$ cat src/gcjm_pkg.sv
package gcjm_pkg;

	// Table size and the widths that follow from it
	localparam int MAX_JETS   = 64;
	localparam int SLOT_W     = $clog2(MAX_JETS);
	localparam int FILL_W     = $clog2(MAX_JETS + 1);

	// Field widths
	localparam int MODE_W     = 2;
	localparam int ET_W       = 16;
	localparam int ETA_W      = 14;
	localparam int PHI_W      = 13;
	localparam int JET_W      = ET_W + ETA_W + PHI_W;
	localparam int CONE_W     = 14;
	localparam int OUT_SLOT_W = 6;
	localparam int OUT_DIST_W = 26;
	localparam int IN_TDATA_W  = ((JET_W + 7) / 8) * 8;
	localparam int OUT_FIELD_W = OUT_SLOT_W + ET_W + ETA_W + PHI_W + OUT_DIST_W + ET_W;
	localparam int OUT_TDATA_W = ((OUT_FIELD_W + 7) / 8) * 8;

	// Distance arithmetic
	localparam int DE_W     = ETA_W + 1;          // eta difference
	localparam int DP_W     = PHI_W + 1;          // phi difference, folded
	localparam int DE_SQ_W  = 2 * ETA_W;          // |de| < 2^ETA_W
	localparam int DP_SQ_W  = 24;                 // folded |dp| <= pi < 2^12
	localparam int DIST_W   = DE_SQ_W + 1;
	localparam int BEST_W   = 27;                 // cone^2 <= 2^26
	localparam int PI_Q     = 3217;
	localparam int TWO_PI_Q = 6434;
	localparam int CONE_CAP = 8192;

	// Configuration port
	localparam int CFG_IDX_W  = 2;
	localparam int CFG_DATA_W = 16;

	typedef enum logic [CFG_IDX_W-1:0] {
		CFG_REF_ET_MIN  = 2'd0,
		CFG_MEAS_ET_MIN = 2'd1,
		CFG_CONE_RADIUS = 2'd2
	} cfg_idx_t;

	typedef enum logic [MODE_W-1:0] {
		MODE_LOAD  = 2'd0,
		MODE_QUERY = 2'd1,
		MODE_CLEAR = 2'd2
	} mode_t;

	typedef enum logic [3:0] {
		ST_IDLE  = 4'b0001,
		ST_SCAN  = 4'b0010,
		ST_DRAIN = 4'b0100,
		ST_DONE  = 4'b1000
	} state_t;

	// Controller to datapath
	typedef struct packed {
		logic              load_we;
		logic              clr;
		logic              q_start;
		logic              issue;
		logic [SLOT_W-1:0] issue_addr;
		logic              out_load;
	} cmd_t;

	// Datapath to controller
	typedef struct packed {
		logic [FILL_W-1:0] fill;
		logic              qry_pass;
		logic              pipe_empty;
		logic              out_free;
	} status_t;

endpackage

$ cat src/greedy_cone_jet_matcher.sv
// Greedy cone jet matcher. Each input word carries a kind in s_tuser: load
// stores a measured jet in the next unused slot (ignored once 64 are stored),
// new event empties the table, query matches a reference jet. A query whose
// ET passes ref_et_min yields exactly one result word; it names the nearest
// stored jet (ET >= meas_et_min, squared eta-phi distance below the square
// of cone_radius capped at 8192, earliest slot on a tie), which is then
// removed from the table, or reports unmatched. Load, new event, unused kinds
// and a query that fails ref_et_min leave the input ready. A passing query
// holds the input while the table is read one slot per cycle, slots 0 to
// fill count minus one, through its single read port; then the distance
// stages drain and the word is moved to the output register once it is free.
// The output register lets the block take further words while a result
// waits; configuration writes are taken in any cycle.
module greedy_cone_jet_matcher (
	input  logic                             clk,
	input  logic                             arst_n,
	// Input words
	input  logic                             s_tvalid,
	output logic                             s_tready,
	// jet_et[15:0], jet_eta[29:16], jet_phi[42:30], zero fill
	input  logic [gcjm_pkg::IN_TDATA_W-1:0]  s_tdata,
	// mode[1:0]
	input  logic [gcjm_pkg::MODE_W-1:0]      s_tuser,
	// Result words
	output logic                             m_tvalid,
	input  logic                             m_tready,
	// match_slot[5:0], match_et[21:6], match_eta[35:22], match_phi[48:36],
	// dist_sq[74:49], ref_et[90:75], zero fill
	output logic [gcjm_pkg::OUT_TDATA_W-1:0] m_tdata,
	// matched[0]
	output logic                             m_tuser,
	// Configuration writes
	input  logic                             cfg_valid,
	output logic                             cfg_ready,
	input  logic [gcjm_pkg::CFG_IDX_W-1:0]   cfg_index,
	input  logic [gcjm_pkg::CFG_DATA_W-1:0]  cfg_data
);

	gcjm_pkg::cmd_t    cmd;
	gcjm_pkg::status_t st;

	assign cfg_ready = 1'b1;

	gcjm_ctrl u_ctrl (
		.clk      (clk),
		.arst_n   (arst_n),
		.s_tvalid (s_tvalid),
		.s_tready (s_tready),
		.s_tuser  (s_tuser),
		.st       (st),
		.cmd      (cmd)
	);

	gcjm_dp u_dp (
		.clk       (clk),
		.arst_n    (arst_n),
		.cmd       (cmd),
		.st        (st),
		.s_tdata   (s_tdata),
		.cfg_valid (cfg_valid),
		.cfg_index (cfg_index),
		.cfg_data  (cfg_data),
		.m_tvalid  (m_tvalid),
		.m_tready  (m_tready),
		.m_tdata   (m_tdata),
		.m_tuser   (m_tuser)
	);

endmodule

$ cat src/gcjm_ctrl.sv
module gcjm_ctrl (
	input  logic                         clk,
	input  logic                         arst_n,
	input  logic                         s_tvalid,
	output logic                         s_tready,
	input  logic [gcjm_pkg::MODE_W-1:0]  s_tuser,
	input  gcjm_pkg::status_t            st,
	output gcjm_pkg::cmd_t               cmd
);

	gcjm_pkg::state_t              state_q;
	logic [gcjm_pkg::FILL_W-1:0]   scan_q;
	logic                          acc;
	logic                          more;

	assign s_tready = (state_q == gcjm_pkg::ST_IDLE);
	assign acc      = s_tvalid && s_tready;
	assign more     = (scan_q != st.fill);

	// Decode commands
	always_comb begin
		cmd            = '0;
		cmd.load_we    = acc && (s_tuser == gcjm_pkg::MODE_LOAD);
		cmd.clr        = acc && (s_tuser == gcjm_pkg::MODE_CLEAR);
		cmd.q_start    = acc && (s_tuser == gcjm_pkg::MODE_QUERY) && st.qry_pass;
		cmd.issue      = (state_q == gcjm_pkg::ST_SCAN) && more;
		cmd.issue_addr = scan_q[gcjm_pkg::SLOT_W-1:0];
		cmd.out_load   = (state_q == gcjm_pkg::ST_DONE) && st.out_free;
	end

	// Advance the sequencer
	always_ff @(posedge clk or negedge arst_n) begin
		if (!arst_n) begin
			state_q <= gcjm_pkg::ST_IDLE;
			scan_q  <= '0;
		end else begin
			case (state_q)
				gcjm_pkg::ST_IDLE: begin
					if (cmd.q_start) begin
						scan_q  <= '0;
						state_q <= gcjm_pkg::ST_SCAN;
					end
				end
				gcjm_pkg::ST_SCAN: begin
					if (more) begin
						scan_q <= scan_q + 1'b1;
					end else begin
						state_q <= gcjm_pkg::ST_DRAIN;
					end
				end
				gcjm_pkg::ST_DRAIN: begin
					if (st.pipe_empty) begin
						state_q <= gcjm_pkg::ST_DONE;
					end
				end
				gcjm_pkg::ST_DONE: begin
					if (st.out_free) begin
						state_q <= gcjm_pkg::ST_IDLE;
					end
				end
				default: begin
					state_q <= gcjm_pkg::ST_IDLE;
				end
			endcase
		end
	end

endmodule

$ cat src/gcjm_dp.sv
module gcjm_dp (
	input  logic                             clk,
	input  logic                             arst_n,
	input  gcjm_pkg::cmd_t                   cmd,
	output gcjm_pkg::status_t                st,
	input  logic [gcjm_pkg::IN_TDATA_W-1:0]  s_tdata,
	input  logic                             cfg_valid,
	input  logic [gcjm_pkg::CFG_IDX_W-1:0]   cfg_index,
	input  logic [gcjm_pkg::CFG_DATA_W-1:0]  cfg_data,
	output logic                             m_tvalid,
	input  logic                             m_tready,
	output logic [gcjm_pkg::OUT_TDATA_W-1:0] m_tdata,
	output logic                             m_tuser
);

	localparam int ET_W   = gcjm_pkg::ET_W;
	localparam int ETA_W  = gcjm_pkg::ETA_W;
	localparam int PHI_W  = gcjm_pkg::PHI_W;
	localparam int JET_W  = gcjm_pkg::JET_W;
	localparam int SLOT_W = gcjm_pkg::SLOT_W;
	localparam int PAD_W  = gcjm_pkg::OUT_TDATA_W - gcjm_pkg::OUT_FIELD_W;

	// Configuration registers
	logic [ET_W-1:0]             ref_et_min_q;
	logic [ET_W-1:0]             meas_et_min_q;
	logic [gcjm_pkg::CONE_W-1:0] cone_q;

	// Table, valid bits, fill count
	logic [JET_W-1:0]            mem [gcjm_pkg::MAX_JETS];
	logic [gcjm_pkg::MAX_JETS-1:0] valid_q;
	logic [gcjm_pkg::FILL_W-1:0] fill_q;
	logic                        room;

	// Reference jet of the current query
	logic [ET_W-1:0]             ref_et_q;
	logic signed [ETA_W-1:0]     ref_eta_q;
	logic signed [PHI_W-1:0]     ref_phi_q;

	// Scan pipeline
	logic                        v_s1, v_s2, v_s3;
	logic [SLOT_W-1:0]           slot_s1, slot_s2, slot_s3;
	logic [JET_W-1:0]            rd_s1, jet_s2, jet_s3;
	logic signed [gcjm_pkg::DE_W-1:0] de_s2;
	logic signed [gcjm_pkg::DP_W-1:0] dp_s2;
	logic [gcjm_pkg::DE_SQ_W-1:0] de_sq_s3;
	logic [gcjm_pkg::DP_SQ_W-1:0] dp_sq_s3;

	// Best candidate
	logic                        found_q;
	logic [gcjm_pkg::BEST_W-1:0] best_q;
	logic [SLOT_W-1:0]           best_slot_q;
	logic [JET_W-1:0]            best_jet_q;

	// Output register
	logic                        out_v_q;
	logic                        out_matched_q;
	logic [gcjm_pkg::OUT_SLOT_W-1:0] out_slot_q;
	logic [JET_W-1:0]            out_jet_q;
	logic [gcjm_pkg::OUT_DIST_W-1:0] out_dist_q;
	logic [ET_W-1:0]             out_ref_et_q;

	// Combinational terms
	logic [ET_W-1:0]             in_et;
	logic signed [ETA_W-1:0]     rd_eta;
	logic signed [PHI_W-1:0]     rd_phi;
	logic signed [gcjm_pkg::DE_W-1:0] de_c;
	logic signed [gcjm_pkg::DP_W-1:0] dp_raw;
	logic [PHI_W-1:0]            dp_abs;
	logic signed [gcjm_pkg::DP_W-1:0] dp_fold;
	logic signed [2*gcjm_pkg::DE_W-1:0] de_sq_c;
	logic signed [2*gcjm_pkg::DP_W-1:0] dp_sq_c;
	logic [gcjm_pkg::DIST_W-1:0] dist_c;
	logic [gcjm_pkg::CONE_W-1:0] cone_cap_c;
	logic [2*gcjm_pkg::CONE_W-1:0] cone_sq_c;
	logic                        better;

	assign in_et = s_tdata[ET_W-1:0];
	assign room  = (fill_q < gcjm_pkg::FILL_W'(gcjm_pkg::MAX_JETS));

	assign st.fill       = fill_q;
	assign st.qry_pass   = (in_et >= ref_et_min_q);
	assign st.pipe_empty = !v_s1 && !v_s2 && !v_s3;
	assign st.out_free   = !out_v_q || m_tready;

	// Write configuration registers
	always_ff @(posedge clk or negedge arst_n) begin
		if (!arst_n) begin
			ref_et_min_q  <= '0;
			meas_et_min_q <= '0;
			cone_q        <= gcjm_pkg::CONE_W'(512);
		end else if (cfg_valid) begin
			case (cfg_index)
				gcjm_pkg::CFG_REF_ET_MIN:  ref_et_min_q  <= cfg_data[ET_W-1:0];
				gcjm_pkg::CFG_MEAS_ET_MIN: meas_et_min_q <= cfg_data[ET_W-1:0];
				gcjm_pkg::CFG_CONE_RADIUS: cone_q <= cfg_data[gcjm_pkg::CONE_W-1:0];
				default: ;
			endcase
		end
	end

	// Table memory: one write port, one registered read port
	always_ff @(posedge clk) begin
		if (cmd.load_we && room) begin
			mem[fill_q[SLOT_W-1:0]] <= s_tdata[JET_W-1:0];
		end
		rd_s1 <= mem[cmd.issue_addr];
	end

	// Track valid slots and fill count
	always_ff @(posedge clk or negedge arst_n) begin
		if (!arst_n) begin
			valid_q <= '0;
			fill_q  <= '0;
		end else if (cmd.clr) begin
			valid_q <= '0;
			fill_q  <= '0;
		end else begin
			if (cmd.load_we && room) begin
				valid_q[fill_q[SLOT_W-1:0]] <= 1'b1;
				fill_q <= fill_q + 1'b1;
			end
			if (cmd.out_load && found_q) begin
				valid_q[best_slot_q] <= 1'b0;
			end
		end
	end

	// Stage 2 terms: eta difference, phi difference folded to at most pi
	assign rd_eta  = rd_s1[ET_W+ETA_W-1:ET_W];
	assign rd_phi  = rd_s1[JET_W-1:ET_W+ETA_W];
	assign de_c    = gcjm_pkg::DE_W'(ref_eta_q) - gcjm_pkg::DE_W'(rd_eta);
	assign dp_raw  = gcjm_pkg::DP_W'(ref_phi_q) - gcjm_pkg::DP_W'(rd_phi);
	assign dp_abs  = dp_raw[gcjm_pkg::DP_W-1] ? PHI_W'(-dp_raw) : PHI_W'(dp_raw);
	assign dp_fold = (dp_abs > PHI_W'(gcjm_pkg::PI_Q))
		? gcjm_pkg::DP_W'(gcjm_pkg::TWO_PI_Q) - gcjm_pkg::DP_W'({1'b0, dp_abs})
		: gcjm_pkg::DP_W'({1'b0, dp_abs});

	// Stage 3 terms: squares
	assign de_sq_c = de_s2 * de_s2;
	assign dp_sq_c = dp_s2 * dp_s2;

	// Compare stage
	assign dist_c = gcjm_pkg::DIST_W'(de_sq_s3) + gcjm_pkg::DIST_W'(dp_sq_s3);
	assign better = v_s3 && (dist_c < gcjm_pkg::DIST_W'(best_q));

	// Cone limit for a new query
	assign cone_cap_c = (cone_q > gcjm_pkg::CONE_W'(gcjm_pkg::CONE_CAP))
		? gcjm_pkg::CONE_W'(gcjm_pkg::CONE_CAP) : cone_q;
	assign cone_sq_c  = cone_cap_c * cone_cap_c;

	// Pipeline qualifiers
	always_ff @(posedge clk or negedge arst_n) begin
		if (!arst_n) begin
			v_s1 <= 1'b0;
			v_s2 <= 1'b0;
			v_s3 <= 1'b0;
		end else begin
			v_s1 <= cmd.issue && valid_q[cmd.issue_addr];
			v_s2 <= v_s1 && (rd_s1[ET_W-1:0] >= meas_et_min_q);
			v_s3 <= v_s2;
		end
	end

	// Pipeline payload
	always_ff @(posedge clk) begin
		slot_s1  <= cmd.issue_addr;
		slot_s2  <= slot_s1;
		jet_s2   <= rd_s1;
		de_s2    <= de_c;
		dp_s2    <= dp_fold;
		slot_s3  <= slot_s2;
		jet_s3   <= jet_s2;
		de_sq_s3 <= de_sq_c[gcjm_pkg::DE_SQ_W-1:0];
		dp_sq_s3 <= dp_sq_c[gcjm_pkg::DP_SQ_W-1:0];
	end

	// Latch reference jet and keep the nearest candidate
	always_ff @(posedge clk or negedge arst_n) begin
		if (!arst_n) begin
			found_q <= 1'b0;
		end else if (cmd.q_start) begin
			found_q <= 1'b0;
		end else if (better) begin
			found_q <= 1'b1;
		end
	end

	always_ff @(posedge clk) begin
		if (cmd.q_start) begin
			ref_et_q  <= in_et;
			ref_eta_q <= s_tdata[ET_W+ETA_W-1:ET_W];
			ref_phi_q <= s_tdata[JET_W-1:ET_W+ETA_W];
			best_q    <= cone_sq_c[gcjm_pkg::BEST_W-1:0];
		end else if (better) begin
			best_q      <= dist_c[gcjm_pkg::BEST_W-1:0];
			best_slot_q <= slot_s3;
			best_jet_q  <= jet_s3;
		end
	end

	// Output register: hold the word until taken
	always_ff @(posedge clk or negedge arst_n) begin
		if (!arst_n) begin
			out_v_q <= 1'b0;
		end else if (cmd.out_load) begin
			out_v_q <= 1'b1;
		end else if (m_tready) begin
			out_v_q <= 1'b0;
		end
	end

	always_ff @(posedge clk) begin
		if (cmd.out_load) begin
			out_matched_q <= found_q;
			out_ref_et_q  <= ref_et_q;
			if (found_q) begin
				out_slot_q <= gcjm_pkg::OUT_SLOT_W'(best_slot_q);
				out_jet_q  <= best_jet_q;
				out_dist_q <= best_q[gcjm_pkg::OUT_DIST_W-1:0];
			end else begin
				out_slot_q <= '0;
				out_jet_q  <= '0;
				out_dist_q <= '0;
			end
		end
	end

	assign m_tvalid = out_v_q;
	assign m_tuser  = out_matched_q;
	assign m_tdata  = {{PAD_W{1'b0}}, out_ref_et_q, out_dist_q, out_jet_q, out_slot_q};

endmodule

$ cat config.mk
export PLATFORM = sky130hd
export DESIGN_NAME = greedy_cone_jet_matcher
export DESIGN_NICKNAME = d
export VERILOG_FILES = /design/src/gcjm_pkg.sv /design/src/greedy_cone_jet_matcher.sv /design/src/gcjm_ctrl.sv /design/src/gcjm_dp.sv
export SDC_FILE = /design/constraint.sdc
export NUM_CORES = 2
export LEC_CHECK = 0
export BUFFER_PORTS_ARGS = -buffer_cell sky130_fd_sc_hd__buf_2
export CAP_MARGIN = 20
export CORE_UTILIZATION = 63
export CTS_CLUSTER_SIZE = 14
export DETAILED_ROUTE_END_ITERATION = 7
export PLACE_DENSITY = 0.83
export SYNTH_ARGS = -nofsm -noshare
export SYNTH_HDL_FRONTEND = slang
export SYNTH_SLANG_ARGS = --single-unit
$ cat constraint.sdc
create_clock -name clk -period 8 [get_ports clk]
set_input_delay 1.6 -clock clk [delete_from_list [all_inputs] [get_ports clk]]
set_output_delay 1.6 -clock clk [all_outputs]
set_load 0.05 [all_outputs]
==> results.cfg <==
[status]
run_status = complete, but fails checks
violations = design-rule violations

[clock_network]
clock_latency_ns = 0.99
cts_tree = yes
clock-sinks = 3322
cts_made_buffers = 336
postCtsSetupBuffers = 0
clkTransAtPathRegs_ns = 0.06
hold_buffers = 0
clockBufferDepth = 4
clock-root-buffer = clkbuf_16
cts-resized-gates = 0
htreeDepth = 5

[worst_setup_path]
rrSetupSlack_ns = 0.59
cp-start-kind = flip-flop
required_ns = 8.78
critPathKind = flip-flop to flip-flop
critPathMaxFanout = 10
arrival_ns = 8.19
cp_slowest_cell = fa_1
endpoint_kind = flip-flop
crit_top_cell = fa_1
max_stage_delay_ns = 0.53

[grt]
grt_pass1_vias = 81455
grt_most_used_layer = met2
grt_max_degree = 148
grtUsageMet2_pct = 58.6
grt_usage_pct = 37.8
grtUsageMet3_pct = 10.4
grt_pass1_wl_um = 602000
met1_usage_pct = 47.7
antenna_found_initial = 34
gr-total-overflow = 0

[synth]
ys_seq_elements = 3322
synthArstFlopShare_pct = 4.00
syn_area_um2 = 144000
synth.avg_cell_area_um2 = 19.1
synth_enable_flop_cells = 2963
ys_seq_area_share_pct = 67.2
synthFlopType = edfxtp_1
yosysWarnings = 0
synthCells = 7541
synthDistinctLibCells = 98

[sta]
maxSlewHeadroom_pct = 11.3
clock.fmax_mhz = 135
finalCritPeriodShare_pct = 92.6
fin_crit_ns = 7.41
fin_worst_skew_ns = 0.0949
slew_violations = 0
tns_ns = 0
finalHoldViolCount = 0
rsz0062_at_grt = no
setup_viol = 0
tightest_slew_ns = 1.33

[place]
place_inst = 10597
placed_area_um2 = 150000
gp_congestion = 0.935
dp_hpwl_um = 230000
io_buffers = 161

[drt]
drt_iter0_markers = 14012
drc = 18
routed_wl_um = 432000
num_vias = 80518
drt-pass1-iter-count = 8
drtAntennaViolNets = 0
viasPerCell = 7.18
wl_per_cell_um = 38.5

[floorplan]
coreArea_um2 = 227000
fp.dieW_um = 480
dieArea_um2 = 231000
io_pins = 173
initial_core_util_pct = 63.4
die-height_um = 480
placementRows = 175

[finish]
final_nets = 8800
drive_gt1_share_pct = 23.7
syn2layout_area_growth_pct = 11.2
layoutNonFillerInstCount = 11219
fillerInstances = 12660
fin_area_um2 = 160000

[flow_run]
maxCapViolations = 0

[hold_path]
hold_class = flip-flop to flip-flop
-- per-stage QoR --
step                hold WS (ns)  utilization [%]  setup slack [ns]
floorplan                  0.310                -             0.749
global placement           0.310             65.7             0.696
detailed placement         0.312             65.8             0.690
CTS                        0.295             70.3             0.666
global route               0.315             70.5             0.254
finish                     0.305             70.5             0.592
-- final timing paths --
kind                                             from                         end  cells past startpoint
max                        u_dp.cone_q[2]$_DFFE_PN0P_   u_dp.best_q[25]$_DFFE_PP_                     26
min                           u_dp.jet_s2[25]$_DFF_P_     u_dp.jet_s3[25]$_DFF_P_                      0
max reg2reg                u_dp.cone_q[2]$_DFFE_PN0P_   u_dp.best_q[25]$_DFFE_PP_                     26
min reg2reg                   u_dp.jet_s2[25]$_DFF_P_     u_dp.jet_s3[25]$_DFF_P_                      0
max in group asynchronous                      arst_n   u_dp.valid_q[7]$_DFF_PN0_                      2
min in group asynchronous                      arst_n  u_dp.cone_q[1]$_DFFE_PN0P_                      1
-- routing by layer --
metal  part of all wire [%]  up-vias  routed length, µm
li1                       -    29892                  -
met1                     32    41019             136000
met2                     47     7775             202000
met3                     14     1806              58900
met4                    7.9       26              34200
met5                  0.044        -                189
-- logic make-up (layout without fill, tap and decap cells) --
| kind of cell | count (synthesis) | count (layout) | share of synthesized area (%) |
|---|---|---|---|
| AO/OA/AOI/OAI | 440 | 440 | 2.23 |
| XOR/XNOR | 160 | 160 | 0.992 |
| adder cells (fa/ha/maj) | 787 | 787 | 9.21 |
| buffers and inverters | 958 | 1585 | 2.52 |
| flip-flops | 3322 | 3322 | 67.2 |
| multiplexers | 966 | 966 | 14.8 |
| other | 2 | 44 | 0.00521 |
| AND/OR/NAND/NOR | 906 | 906 | 3.12 |
-- sequential cells by signal, indices dropped and copies added (netlist names), 7 cells and up --
register            flops
u_ctrl.scan_q           7
u_dp.best_jet_q        43
u_dp.best_q            27
u_dp.cone_q            14
u_dp.de_s2             15
u_dp.de_sq_s3          27
u_dp.dp_s2             14
u_dp.dp_sq_s3          23
u_dp.fill_q             7
u_dp.jet_s2            43
u_dp.jet_s3            43
u_dp.meas_et_min_q     16
u_dp.mem             2752
u_dp.out_dist_q        26
u_dp.out_jet_q         43
u_dp.out_ref_et_q      16
u_dp.rd_s1             43
u_dp.ref_et_min_q      16
u_dp.ref_et_q          16
u_dp.ref_eta_q         14
u_dp.ref_phi_q         13
u_dp.valid_q           64
-- cell type report --
cell class / count / area (µm²) / share of cell area [%]
Multi-Input combinational cell: 3284 / 44300 / 27.6
Clock buffer: 442 / 9140 / 5.70
Clock inverter: 147 / 1230 / 0.768
Sequential cell: 3322 / 96900 / 60.4
Tap cell: 3009 / 3760 / 2.35
Timing Repair Buffer: 341 / 2580 / 1.61
Inverter: 655 / 2460 / 1.53
Antenna cell: 19 / 47.5 / 0.0296
-- synth_stat cells, types with 10 or more instances --
cell type  number  area, µm²
a211oi_1       14        105
a21o_1         44        330
a21oi_1        93        465
a31oi_1        15       93.8
and2_1        181       1130
and3_1         15       93.8
buf_1          83        312
clkbuf_1      209        785
dfrtp_1       131       3280
dfxtp_1       226       4520
edfxtp_1     2963      89000
fa_1          456       9130
ha_1          331       4140
inv_1         650       2440
mux2_2         39        439
mux4_2        923      20800
nand2_1       250        938
nand2b_1       42        263
nand3_1        33        165
nand4_1        15       93.8
nor2_1        224        841
nor2b_1        43        269
nor3_1         35        175
o21a_1         20        150
o21ai_0        87        435
o21ai_1        17       85.1
o21bai_1       10       75.1
o221a_2        65        732
or3_1          13       81.3
xnor2_1       103        902
xor2_1         54        473
-- cells in the final DEF, fill, tap and decap left out, drive strengths merged, types with 108 or more instances in the layout --
cell    instances
dfxtp         226
and2          182
nand2         250
edfxtp       2963
clkbuf        442
nor2          224
dfrtp         131
fa            456
buf           341
o21ai         108
clkinv        116
ha            331
mux4          923
inv           662
-- worst max-delay path, delay by kind of cell (launching register included) --
kind	cells	cell delay [ns]
fa+ha+maj	7	2.99
compound gates	7	1.71
simple gates	5	1.13
buf+inv	6	0.56
flops	1	0.50
mux	1	0.36
Power is left out: the tool's default activity adds up to more than one toggle a clock period on the data nets, which glitch-free logic cannot reach.
